===== src/design/quoted_argument_tokenizer_macros.svh =====
// Assertion helpers for the argument tokenizer.
// Each macro compiles to nothing when SYNTHESIS is set.
`ifndef QUOTED_ARGUMENT_TOKENIZER_MACROS_SVH
`define QUOTED_ARGUMENT_TOKENIZER_MACROS_SVH

`ifndef SYNTHESIS

// Same-cycle implication, checked outside reset
`define QAT_ASSERT_NOW(lbl, clk, rstn, ante, cons) \
    lbl: assert property (@(posedge clk) disable iff (!(rstn)) (ante) |-> (cons)) \
        else $error("tokenizer check failed");

// Next-cycle implication, checked outside reset
`define QAT_ASSERT_NEXT(lbl, clk, rstn, ante, cons) \
    lbl: assert property (@(posedge clk) disable iff (!(rstn)) (ante) |=> (cons)) \
        else $error("tokenizer check failed");

`else

`define QAT_ASSERT_NOW(lbl, clk, rstn, ante, cons)
`define QAT_ASSERT_NEXT(lbl, clk, rstn, ante, cons)

`endif

`endif


===== src/design/qat_pkg.sv =====
package qat_pkg;

    // Character codes
    localparam logic [7:0] CH_QUOTE  = 8'h22;
    localparam logic [7:0] CH_BSLASH = 8'h5C;
    localparam logic [7:0] CH_U      = 8'h75;
    localparam logic [7:0] CH_ZERO   = 8'h30;
    localparam logic [7:0] CH_TWO    = 8'h32;
    localparam logic [7:0] CH_SPACE  = 8'h20;
    localparam logic [7:0] CH_END    = 8'h00;

    // Divider slots and argument limit
    localparam int unsigned MAX_DIVIDERS = 4;
    localparam int unsigned DIV_SLOTS    = 4;
    localparam int unsigned MAX_ARGS     = 16;
    localparam logic [4:0]  LIM_CAP      = 5'((MAX_ARGS > 31) ? 31 : MAX_ARGS);

    // Length of the held escape sequence (backslash, u, 0, 0, 2)
    localparam logic [2:0] SEQ_LEN = 3'd5;

    // Configuration register indexes
    localparam logic [1:0] CFG_DIVIDER_BYTES = 2'd0;
    localparam logic [1:0] CFG_DIVIDER_COUNT = 2'd1;
    localparam logic [1:0] CFG_MAX_ARGS      = 2'd2;

    // Result kinds
    typedef enum logic [1:0] {
        KIND_BYTE     = 2'd0,
        KIND_ARG_END  = 2'd1,
        KIND_CMD_END  = 2'd2,
        KIND_CMD_DROP = 2'd3
    } kind_t;

    // Parser state carried between bytes
    typedef struct packed {
        logic       in_arg;
        logic       in_quotes;
        logic       esc_armed;
        logic [4:0] arg_count;
        logic [2:0] unesc_prog;
        logic       limit_hit;
    } parse_state_t;

    localparam parse_state_t PARSE_RESET = '{
        in_arg:     1'b0,
        in_quotes:  1'b0,
        esc_armed:  1'b1,
        arg_count:  5'd0,
        unesc_prog: 3'd0,
        limit_hit:  1'b0
    };

    // Results caused by one byte: held bytes, one decoded byte, markers
    typedef struct packed {
        logic [2:0] flush_cnt;
        logic       byte_vld;
        logic [7:0] byte_val;
        logic       mark_vld;
        logic       end_vld;
        logic       end_drop;
        logic [3:0] idx;
        logic [4:0] total;
    } burst_t;

    // Held escape bytes in order
    function automatic logic [7:0] seq_byte(input logic [2:0] k);
        logic [7:0] r;
        case (k)
            3'd0:    r = CH_BSLASH;
            3'd1:    r = CH_U;
            3'd2:    r = CH_ZERO;
            3'd3:    r = CH_ZERO;
            3'd4:    r = CH_TWO;
            default: r = CH_END;
        endcase
        return r;
    endfunction

endpackage


===== src/design/quoted_argument_tokenizer.sv =====
// Quoted argument tokenizer: takes one byte of command text per input transfer and
// returns the argument bytes and markers it causes, one result per cycle while
// m_ready is high. A byte is accepted in every cycle while m_ready is high and each
// byte yields at most one result; a byte that yields several (up to seven: held
// escape bytes, an argument end and a command end) keeps the result port busy until
// all have left the single burst register, and the next byte is taken in the cycle
// its last result transfers. Configuration writes are always accepted and take
// effect for the next byte; write them only while no results are pending.
`include "quoted_argument_tokenizer_macros.svh"

module quoted_argument_tokenizer (
    input  logic                aclk,
    input  logic                aresetn,
    // configuration writes
    input  logic                cfg_valid,
    output logic                cfg_ready,
    input  logic [1:0]          cfg_index,
    input  logic [31:0]         cfg_data,
    // text bytes in
    input  logic                s_valid,
    output logic                s_ready,
    input  logic [7:0]          s_text_byte,
    // results out
    output logic                m_valid,
    input  logic                m_ready,
    output qat_pkg::kind_t      m_kind,
    output logic [7:0]          m_out_byte,
    output logic [3:0]          m_arg_index,
    output logic [4:0]          m_arg_total,
    output logic                m_last
);
    import qat_pkg::*;

    logic [31:0]  divider_bytes_reg;
    logic [2:0]   divider_count_reg;
    logic [4:0]   max_args_reg;
    parse_state_t st_reg, st_next;
    burst_t       burst_reg, burst_new;
    logic [2:0]   pos_reg;
    logic [3:0]   remaining;
    logic         s_xfer, m_xfer;

    assign cfg_ready = 1'b1;

    // Configuration registers
    always_ff @(posedge aclk) begin
        if (!aresetn) begin
            divider_bytes_reg <= 32'd32;
            divider_count_reg <= 3'd1;
            max_args_reg      <= 5'd8;
        end else if (cfg_valid) begin
            case (cfg_index)
                CFG_DIVIDER_BYTES: divider_bytes_reg <= cfg_data;
                CFG_DIVIDER_COUNT: divider_count_reg <= cfg_data[2:0];
                CFG_MAX_ARGS:      max_args_reg      <= cfg_data[4:0];
                default: ;
            endcase
        end
    end

    qat_parse u_parse (
        .st            (st_reg),
        .text_byte     (s_text_byte),
        .divider_bytes (divider_bytes_reg),
        .divider_count (divider_count_reg),
        .max_args      (max_args_reg),
        .st_next       (st_next),
        .burst         (burst_new)
    );

    // Results left in the burst register
    assign remaining = 4'(burst_reg.flush_cnt - pos_reg) + 4'(burst_reg.byte_vld)
                     + 4'(burst_reg.mark_vld) + 4'(burst_reg.end_vld);
    assign m_valid = (remaining != 4'd0);
    assign m_last  = (remaining == 4'd1);
    assign s_ready = !m_valid || (m_ready && m_last);
    assign s_xfer  = s_valid && s_ready;
    assign m_xfer  = m_valid && m_ready;

    // Parser state
    always_ff @(posedge aclk) begin
        if (!aresetn) begin
            st_reg <= PARSE_RESET;
        end else if (s_xfer) begin
            st_reg <= st_next;
        end
    end

    // Burst register and drain position
    always_ff @(posedge aclk) begin
        if (!aresetn) begin
            burst_reg <= '0;
            pos_reg   <= 3'd0;
        end else if (s_xfer) begin
            burst_reg <= burst_new;
            pos_reg   <= 3'd0;
        end else if (m_xfer) begin
            if (pos_reg < burst_reg.flush_cnt) begin
                pos_reg <= 3'(pos_reg + 3'd1);
            end else if (burst_reg.byte_vld) begin
                burst_reg.byte_vld <= 1'b0;
            end else if (burst_reg.mark_vld) begin
                burst_reg.mark_vld <= 1'b0;
            end else begin
                burst_reg.end_vld <= 1'b0;
            end
        end
    end

    // Result selection: held bytes, decoded byte, argument end, command end
    always_comb begin
        m_kind      = KIND_BYTE;
        m_out_byte  = 8'd0;
        m_arg_index = burst_reg.idx;
        m_arg_total = 5'd0;
        if (pos_reg < burst_reg.flush_cnt) begin
            m_out_byte = seq_byte(pos_reg);
        end else if (burst_reg.byte_vld) begin
            m_out_byte = burst_reg.byte_val;
        end else if (burst_reg.mark_vld) begin
            m_kind = KIND_ARG_END;
        end else begin
            m_kind      = burst_reg.end_drop ? KIND_CMD_DROP : KIND_CMD_END;
            m_arg_index = burst_reg.total[3:0];
            m_arg_total = burst_reg.total;
        end
    end

    // Checks
    `QAT_ASSERT_NOW(a_ready_when_empty, aclk, aresetn, !m_valid, s_ready)
    `QAT_ASSERT_NOW(a_pos_in_range, aclk, aresetn, 1'b1, pos_reg <= burst_reg.flush_cnt)
    `QAT_ASSERT_NOW(a_prog_in_range, aclk, aresetn, 1'b1, st_reg.unesc_prog <= SEQ_LEN)
    `QAT_ASSERT_NOW(a_cmd_end_last, aclk, aresetn,
        m_valid && (m_kind == KIND_CMD_END || m_kind == KIND_CMD_DROP), m_last)
    `QAT_ASSERT_NEXT(a_drained, aclk, aresetn, m_xfer && m_last && !s_xfer, !m_valid)

endmodule


===== src/design/qat_parse.sv =====
module qat_parse (
    input  qat_pkg::parse_state_t st,
    input  logic [7:0]            text_byte,
    input  logic [31:0]           divider_bytes,
    input  logic [2:0]            divider_count,
    input  logic [4:0]            max_args,
    output qat_pkg::parse_state_t st_next,
    output qat_pkg::burst_t       burst
);
    import qat_pkg::*;

    logic [4:0] lim;
    logic       is_div;
    logic       lim_now;

    // Effective argument limit
    assign lim     = (max_args > LIM_CAP) ? LIM_CAP : max_args;
    assign lim_now = st.limit_hit || (st.arg_count >= lim);

    // Divider match over the enabled slots
    always_comb begin
        is_div = 1'b0;
        for (int k = 0; k < DIV_SLOTS; k++) begin
            if (k < MAX_DIVIDERS && 3'(k) < divider_count &&
                text_byte == divider_bytes[8*k +: 8]) begin
                is_div = 1'b1;
            end
        end
    end

    // Next state and result burst for this byte
    always_comb begin
        logic [7:0] want;
        want    = (st.unesc_prog == 3'd4) ? CH_TWO : CH_ZERO;
        st_next = st;
        st_next.limit_hit = lim_now;
        burst           = '0;
        burst.byte_val  = text_byte;
        burst.idx       = st.arg_count[3:0];
        burst.total     = st.arg_count;

        if (text_byte == CH_END) begin
            // command end
            burst.end_vld = 1'b1;
            if (st.in_arg) begin
                burst.flush_cnt = st.unesc_prog;
            end
            if (st.in_arg && st.in_quotes) begin
                burst.end_drop = 1'b1;
            end else if (st.in_arg) begin
                burst.mark_vld = 1'b1;
                burst.total    = 5'(st.arg_count + 5'd1);
            end
            st_next = PARSE_RESET;
        end else if (lim_now) begin
            // ignored until command end
        end else if (is_div && !st.in_quotes) begin
            if (st.in_arg) begin
                burst.flush_cnt    = st.unesc_prog;
                burst.mark_vld     = 1'b1;
                st_next.arg_count  = 5'(st.arg_count + 5'd1);
                st_next.in_arg     = 1'b0;
                st_next.unesc_prog = 3'd0;
                st_next.limit_hit  = (5'(st.arg_count + 5'd1) >= lim);
            end
        end else begin
            // quote and escape tracking
            if (!st.in_arg) begin
                st_next.in_arg = 1'b1;
                if (text_byte == CH_QUOTE) begin
                    st_next.in_quotes = 1'b1;
                    st_next.esc_armed = 1'b1;
                end
            end else if (st.in_quotes && !is_div) begin
                if (text_byte == CH_QUOTE) begin
                    if (st.esc_armed) begin
                        st_next.in_quotes = 1'b0;
                    end else begin
                        st_next.esc_armed = 1'b1;
                    end
                end else if (text_byte == CH_BSLASH) begin
                    st_next.esc_armed = !st.esc_armed;
                end else begin
                    st_next.esc_armed = 1'b1;
                end
            end

            // unescape of backslash-u-0-0-2-0
            case (st.unesc_prog)
                3'd0: begin
                    if (text_byte == CH_BSLASH) begin
                        st_next.unesc_prog = 3'd1;
                    end else begin
                        burst.byte_vld = 1'b1;
                    end
                end
                3'd1: begin
                    if (text_byte == CH_U) begin
                        st_next.unesc_prog = 3'd2;
                    end else begin
                        burst.flush_cnt    = 3'd1;
                        burst.byte_vld     = 1'b1;
                        st_next.unesc_prog = 3'd0;
                    end
                end
                default: begin
                    if (text_byte == want) begin
                        if (st.unesc_prog >= SEQ_LEN) begin
                            burst.byte_vld     = 1'b1;
                            burst.byte_val     = CH_SPACE;
                            st_next.unesc_prog = 3'd0;
                        end else begin
                            st_next.unesc_prog = 3'(st.unesc_prog + 3'd1);
                        end
                    end else begin
                        burst.flush_cnt = st.unesc_prog;
                        if (text_byte == CH_BSLASH) begin
                            st_next.unesc_prog = 3'd1;
                        end else begin
                            burst.byte_vld     = 1'b1;
                            st_next.unesc_prog = 3'd0;
                        end
                    end
                end
            endcase
        end
    end

endmodule


===== config.mk =====
export PLATFORM = sky130hd
export DESIGN_NAME = quoted_argument_tokenizer
export DESIGN_NICKNAME = d
export VERILOG_FILES = /design/src/design/qat_pkg.sv /design/src/design/quoted_argument_tokenizer.sv /design/src/design/qat_parse.sv
export VERILOG_INCLUDE_DIRS = /design/src /design/src/design
export SDC_FILE = /design/constraint.sdc
export NUM_CORES = 1
export LEC_CHECK = 0
export BUFFER_PORTS_ARGS = -buffer_cell sky130_fd_sc_hd__buf_4
export CAP_MARGIN = 0
export CORE_UTILIZATION = 25
export CTS_CLUSTER_SIZE = 20
export DETAILED_ROUTE_END_ITERATION = 16
export GPL_ROUTABILITY_DRIVEN = 0
export HOLD_SLACK_MARGIN = 0.02
export PLACE_DENSITY_LB_ADDON = 0.08
export SETUP_SLACK_MARGIN = 0.2
export SYNTH_ARGS = -nofsm -noshare
export SYNTH_HDL_FRONTEND = slang
export SYNTH_HIERARCHICAL = 1
export SYNTH_SLANG_ARGS = --single-unit

===== constraint.sdc =====
create_clock -name aclk -period 6.1 [get_ports aclk]
set_input_delay 0.305 -clock aclk [delete_from_list [all_inputs] [get_ports aclk]]
set_output_delay 0.305 -clock aclk [all_outputs]
set_load 0.02 [all_outputs]

# After elaboration in Yosys (flattened, before gate mapping)
# Index checks and enable logic that the tools add are counted.
[op_classes] reduce_logical=40 shift=0 div_mod_pow=0 bitwise_logic=1 mux=72 magnitude_cmp=9 n_eq_ne=27 add_sub_neg=7 multipliers=0
[op_table] operator="equality test 8 bit" n=5
[op_table] operator="two-way mux 5 bit" n=8
[op_table] operator="two-way mux 9 bit" n=4
[op_table] operator="two-way mux 8 bit" n=4
[op_table] operator="two-way mux 2 bit" n=15
[op_table] operator="case mux 7 bit (4 select lines)" n=1
[op_table] operator="two-way mux 12 bit" n=2
[op_table] operator="two-way mux 3 bit" n=8
[op_table] operator="two-way mux 1 bit" n=23
[op_table] operator="equality test 8 x 7 -> 1 bit, second input constant" n=2
[op_table] operator="two-way mux 13 bit" n=1
[op_table] operator="adder 4 x 1 -> 4 bit" n=3
[op_table] operator="two-way mux 4 bit" n=3
[op_table] operator="case mux 3 bit (2 select lines)" n=2
[op_table] operator="AND reduction 2 bit" n=6
[op_table] operator="AND reduction 4 bit" n=3
[op_table] operator="greater-or-equal comparator 5 bit" n=2
[op_table] operator="logical AND 1 bit" n=10
[op_table] operator="equality test 8 x 6 -> 1 bit, second input constant" n=1
[op_table] operator="zero test 8 bit" n=1
[op_table] operator="AND reduction 7 bit" n=1
[op_table] operator="adder 3 x 1 -> 3 bit, second input constant" n=2
[op_table] operator="equality test 3 x 1 -> 1 bit, second input constant" n=2
[op_table] operator="equality test 3 x 2 -> 1 bit, second input constant" n=2
[op_table] operator="other kinds (29)" n=45
[word_totals] latch_bits=0 elab_cells=174 ramBits=0 output_inout_bits=23 memories=0 inputBits=47 rom_bits=0 regBits=79

# Logic depth before layout (Yosys ltp)
[depth] word_depth=13 ltp_mapped=15 depth_no_buf=12

# Cells and area by module
# The synthesis kept the hierarchy.
[modules_own_cells] mod="quoted_argument_tokenizer" cells_each=427 seq_area_each_um2=1581.5 area_each_um2=3595.9 n_inst=1
[modules_own_cells] mod="qat_parse" cells_each=217 seq_area_each_um2=0.0 area_each_um2=1482.7 n_inst=1

# Least setup slack after synthesis
# Ideal clock, no wire load.
[synth_path] kind="flip-flop to flip-flop" from="register burst_reg[20] (netlist bit)" to="register burst_reg[20] (netlist bit)" t_arrival_ns=2.997 t_required_ns=5.978 path_stages_with_launch=13 path_buffers=1 path_slack_ns=2.981 period_less_slack_ns=3.119 setup_ns=0.122 path_cell_list="dfxtp_1 -> clkbuf_1 -> inv_1 -> fa_1 -> inv_1 -> ha_1 -> inv_1 -> fa_1 -> xnor2_1 -> nor3b_1 -> nand3_1 -> mux2i_1 -> o311a_1"
[synth_between] elab_chain_cells=9 elab_cells_between_ends=14 classes_between="3 x add/sub; 2 x eq/ne; 1 x mux; 8 x reduce/logical"
[synth_lines] element="from (decl)" line_no="quoted_argument_tokenizer.sv:38" rtl="burst_t burst_reg, burst_new;"
[synth_lines] element="from (signal assigned)" line_no="quoted_argument_tokenizer.sv:95" rtl="burst_reg <= burst_new;"
[synth_lines] element="adder 4 x 1 -> 4 bit (*)" line_no="quoted_argument_tokenizer.sv:72" rtl="assign remaining = 4'(burst_reg.flush_cnt - pos_reg) + 4'(burst_reg.byte_vld)"
[synth_lines] element="adder 4 x 1 -> 4 bit (*) (2 in a row)" line_no="quoted_argument_tokenizer.sv:73" rtl="+ 4'(burst_reg.mark_vld) + 4'(burst_reg.end_vld);"
[synth_lines] element="nonzero test 4 bit (*)" line_no="quoted_argument_tokenizer.sv:74" rtl="assign m_valid = (remaining != 4'd0);"
[synth_lines] element="via m_valid" line_no="quoted_argument_tokenizer.sv:24" rtl="output logic m_valid,"
[synth_lines] element="zero test 1 bit" line_no="quoted_argument_tokenizer.sv:76" rtl="assign s_ready = !m_valid || (m_ready && m_last);"
[synth_lines] element="logical OR 1 bit" line_no="quoted_argument_tokenizer.sv:76"
[synth_lines] element="logical AND 1 bit" line_no="quoted_argument_tokenizer.sv:77" rtl="assign s_xfer = s_valid && s_ready;"
[synth_lines] element="!= test 2 bit (no source line) or nonzero test 2 bit (tied branches)"
[synth_lines] element="AND reduction 2 bit (no source line)"
# The timed path passes the listed nets; every way through them passes the cells marked *.
# A chain may end at the register's enable or synchronous reset.

# Worst setup path after layout
[layout_path] from="register pos_reg[0]" to="output port m_valid"
[layout_between] elab_chain_cells=5
[layout_lines] element="from (decl)" line_no="quoted_argument_tokenizer.sv:39" rtl="logic [2:0] pos_reg;"
[layout_lines] element="from (signal assigned)" line_no="quoted_argument_tokenizer.sv:99" rtl="pos_reg <= 3'(pos_reg + 3'd1);"
[layout_lines] element="subtractor 3 x 3 -> 4 bit" line_no="quoted_argument_tokenizer.sv:72"
[layout_lines] element="adder 4 x 1 -> 4 bit" line_no="quoted_argument_tokenizer.sv:72"
[layout_lines] element="adder 4 x 1 -> 4 bit (2 in a row)" line_no="quoted_argument_tokenizer.sv:73"
[layout_lines] element="nonzero test 4 bit" line_no="quoted_argument_tokenizer.sv:74"
[layout_lines] element="to (decl)" line_no="quoted_argument_tokenizer.sv:24"
# No other way between the ends.

==> results.md <==
- Largest family of logic cells by synthesized area: simple AND/OR/NAND/NOR gates
- FF+latch count, synth: just under 80
- # diodes: 0
- Synth Area in Adders: between 7 and 8%
- Vias/cell: 4.55
- Worst setup margin: ~2.8 ns
- Clock sink total: between 70 and 80
- Initial DRC count: 140
- Final Hold Vio Count: 0
- CP cell instances: ha_1 -> fa_1 -> inv_1 -> ha_1 -> inv_1 -> fa_1 -> xnor2_1 -> nor3b_1 -> nand3_1 -> buf_4
- Post-synthesis simple-gate area fraction: approximately a quarter
- Final Power: roughly 1.3 mW
- Hold slack: ~0.18 ns
- Largest net degree at the start of global routing: just under 80
- Cts bufs inserted: 9
- CP Max Fanout: 6
- Io pins: 70
- Max-Cap Viols: 0
- Hold crit path type: input pin to flip-flop
- Final clock skew: 0.00771 ns
- Placed Cells incl. Taps: around 930
- Metal-1 WL: 6970 um
- Pins over their slew limit: 0
- Detailed Place HPWL: 9390 um
- Core Rows: around 50
- Final setup viols: 0
- DR WL met3: 453 um
- Most frequent cells in the layout: nand2_1 (154), dfxtp_1 (79), buf_4 (73)
- Worst slew pin tran: about 0.73 ns
- Tcrit/Tclk final: a little over half
- RSZ-0062 raised after global routing: false
- Avg Cell Area, Syn: approximately 8 sq um
- Largest delay share family, worst path: adder cells
- Worst setup SP type: flip-flop
- Reg-to-Reg End: burst_reg[20]
- Area grow syn2layout: 18.9%
- Mux cell area share after synthesis: under 10%
- Initial antenna violation count: 0
- CTS tree: yes
- Crit path max-delay cell type: dfxtp_1
- Worst R2R Setup Slack: around 2.8 ns
- Top Metal Used: met4
- Met2 wire length: ~5700 um
- Fin cells: around 950
- Hold buffer count at CTS: 0
- ANT nets after route: 0
- Async set-reset flop share out of synthesis: 0%
- Worst hold start: cfg_data[3]
- Peak supply drop: 140 uV
- Distinct cells, synth: slightly below 60
- Die H: 145 um
- Clk buf depth: 2
- Minimum clock period: approximately 3.3 ns
- Routed via count: 4,297
- Lkg Pwr: 2.37 nW
- Most used DFF post-synth: dfxtp_1
- Initial Util: about a quarter
- Syn nets: a little over 700
- GRT Util Overall: roughly 14%
- CP endpoint: m_valid
- Relative slew margins: 50.8%
- Xor/xnor share of the synthesized area: about 7.6%
- Synthesized area: 5080 sq um
- Mapped Cells: 644
- CTS H-Tree Depth: 3
- Skew-Pair Late Insertion Delay: roughly 0.34 ns
- CP endpoint kind: primary output
- Layout cells sized above 1: between 10% and 20%
- Worst r2r src: pos_reg[0]
- Total Wirelength: approximately 13,000 um
- Drc violations: 0
- Wire per inst: 14.1 um
- Compound-Gate Fraction of Synth Area: between 10% and 20%
- Critical Path RT: around 5.8 ns
- PD cells: 216 nW/um^2
- Finished Core Util: between 30% and 40%
- Crit path from: pos_reg[0]
- Max FFs per register: 32
- Buffer and inverter count on the worst path: 3
- Fmax: roughly 300 MHz
- Vias in the first global route: 4,121
- R2R depth: 12
- Share of the yosys chip area belonging to registers: a little under a third
- Global-route wire length before repair: between 20,000 and 25,000 um
- DP Area: around 5700 sq um
- Nets: roughly 750
- Die X: around 140 um
- Status: finished, final reports clean
- Finished Cell Area: roughly 6000 sq um
- Port buffer count: a little under 70
- Worst-path clk slew: ~0.060 ns
- Commonest non-fill, non-tap cell in the layout: nand2_1
- # resized after CTS: 0
- Ys Warns: 6
- EDFF count, synth: 0
- GR Overflow Total: 0
- Die area: around 21,000 sq um
- Worst path max stage delay: ~0.44 ns
- Setup bufs post-CTS: 0
- Dpl ws: around 2.8 ns
- WP data arrival: roughly 3 ns
- Root buffer selected by CTS: clkbuf_16
- Setup Total Neg Slack: 0 ns
- Core area: 19,700 sq um
- Worst path depth: 10
- TritonRoute pass-1 iters: 4
- Critical path class: flip-flop to primary output
[metal layers]
| layer | global-route usage (%) | up-vias |
|---|---|---|
| met2 | 20.3 | 82 |
| met3 | 2.09 | 11 |
| met1 | 19.3 | 1992 |
| li1 | - | 2212 |
| met4 | 5.82 | 0 |
| met5 | 0 | - |
[synth_stat cells, types with 2 or more instances]
| library cell | n | area share, % |
|---|---|---|
| a211oi_1 | 4 | 0.59 |
| a21boi_0 | 55 | 8.1 |
| a21boi_1 | 9 | 1.3 |
| a21o_1 | 8 | 1.2 |
| a21oi_1 | 14 | 1.4 |
| a31o_2 | 2 | 0.34 |
| a31oi_1 | 2 | 0.25 |
| a32oi_1 | 2 | 0.34 |
| a41o_1 | 2 | 0.39 |
| and2_0 | 3 | 0.37 |
| and2_1 | 9 | 1.1 |
| and3_1 | 6 | 0.74 |
| buf_2 | 16 | 1.6 |
| buf_4 | 6 | 0.89 |
| buf_6 | 2 | 0.44 |
| clkbuf_1 | 29 | 2.1 |
| dfxtp_1 | 79 | 31 |
| fa_1 | 3 | 1.2 |
| ha_1 | 27 | 6.7 |
| inv_1 | 24 | 1.8 |
| mux2_2 | 6 | 1.3 |
| mux2i_1 | 12 | 2.4 |
| nand2_1 | 154 | 11 |
| nand2b_1 | 6 | 0.74 |
| nand3_1 | 17 | 1.7 |
| nand3b_1 | 3 | 0.44 |
| nand4_1 | 6 | 0.74 |
| nor2_1 | 22 | 1.6 |
| nor2b_1 | 15 | 1.8 |
| nor3_1 | 11 | 1.1 |
| nor3b_1 | 2 | 0.30 |
| nor4_1 | 3 | 0.37 |
| o21ai_0 | 8 | 0.79 |
| o21bai_1 | 2 | 0.30 |
| o221ai_1 | 2 | 0.34 |
| o311a_1 | 3 | 0.59 |
| o31ai_1 | 3 | 0.44 |
| or3_1 | 4 | 0.49 |
| xnor2_1 | 36 | 6.2 |
| xor2_1 | 8 | 1.4 |
[worst min-delay path by stage]
stage / end / slack [ns] / cells after the start
2_1_floorplan: divider_bytes_reg[5] / 0.43 / 2
3_3_place_gp: burst_reg[8] / 0.45 / 2
3_5_place_dp: burst_reg[8] / 0.46 / 2
4_1_cts: max_args_reg[3] / 0.17 / 3
5_1_grt: max_args_reg[3] / 0.19 / 3
6_report: max_args_reg[3] / 0.18 / 3
[power by group]
| part | internal, mW | switching [mW] |
|---|---|---|
| Combinational | 0.0683 | 0.0854 |
| Clock | 0.382 | 0.221 |
| Sequential | 0.531 | 0.0137 |
| Total | 0.981 | 0.320 |
[final cells by class]
cell class / instances / area (sq um)
Sequential cell: 79 / 1580
Clock inverter: 4 / 77.6
Clock buffer: 12 / 256
Inverter: 25 / 93.8
Tap cell: 265 / 332
Timing Repair Buffer: 73 / 548
Fill cell: 2105 / 13700
Multi-Input combinational cell: 487 / 3150
[cell families (layout without fill, tap and decap cells)]
group                    count (synthesis)  count (layout)
AO/OA/AOI/OAI                          124             124
XOR/XNOR                                44              44
adder cells (fa/ha/maj)                 30              30
buffers and inverters                   78             114
flip-flops                              79              79
multiplexers                            18              18
other                                    1               1
AND/OR/NAND/NOR                        270             270
[worst min-delay path, cell delays in order]
cell and delay, ns:
buf_4 0.08, mux2i_1 0.05, nand2_1 0.05
Power figures use the tool's default switching activity.
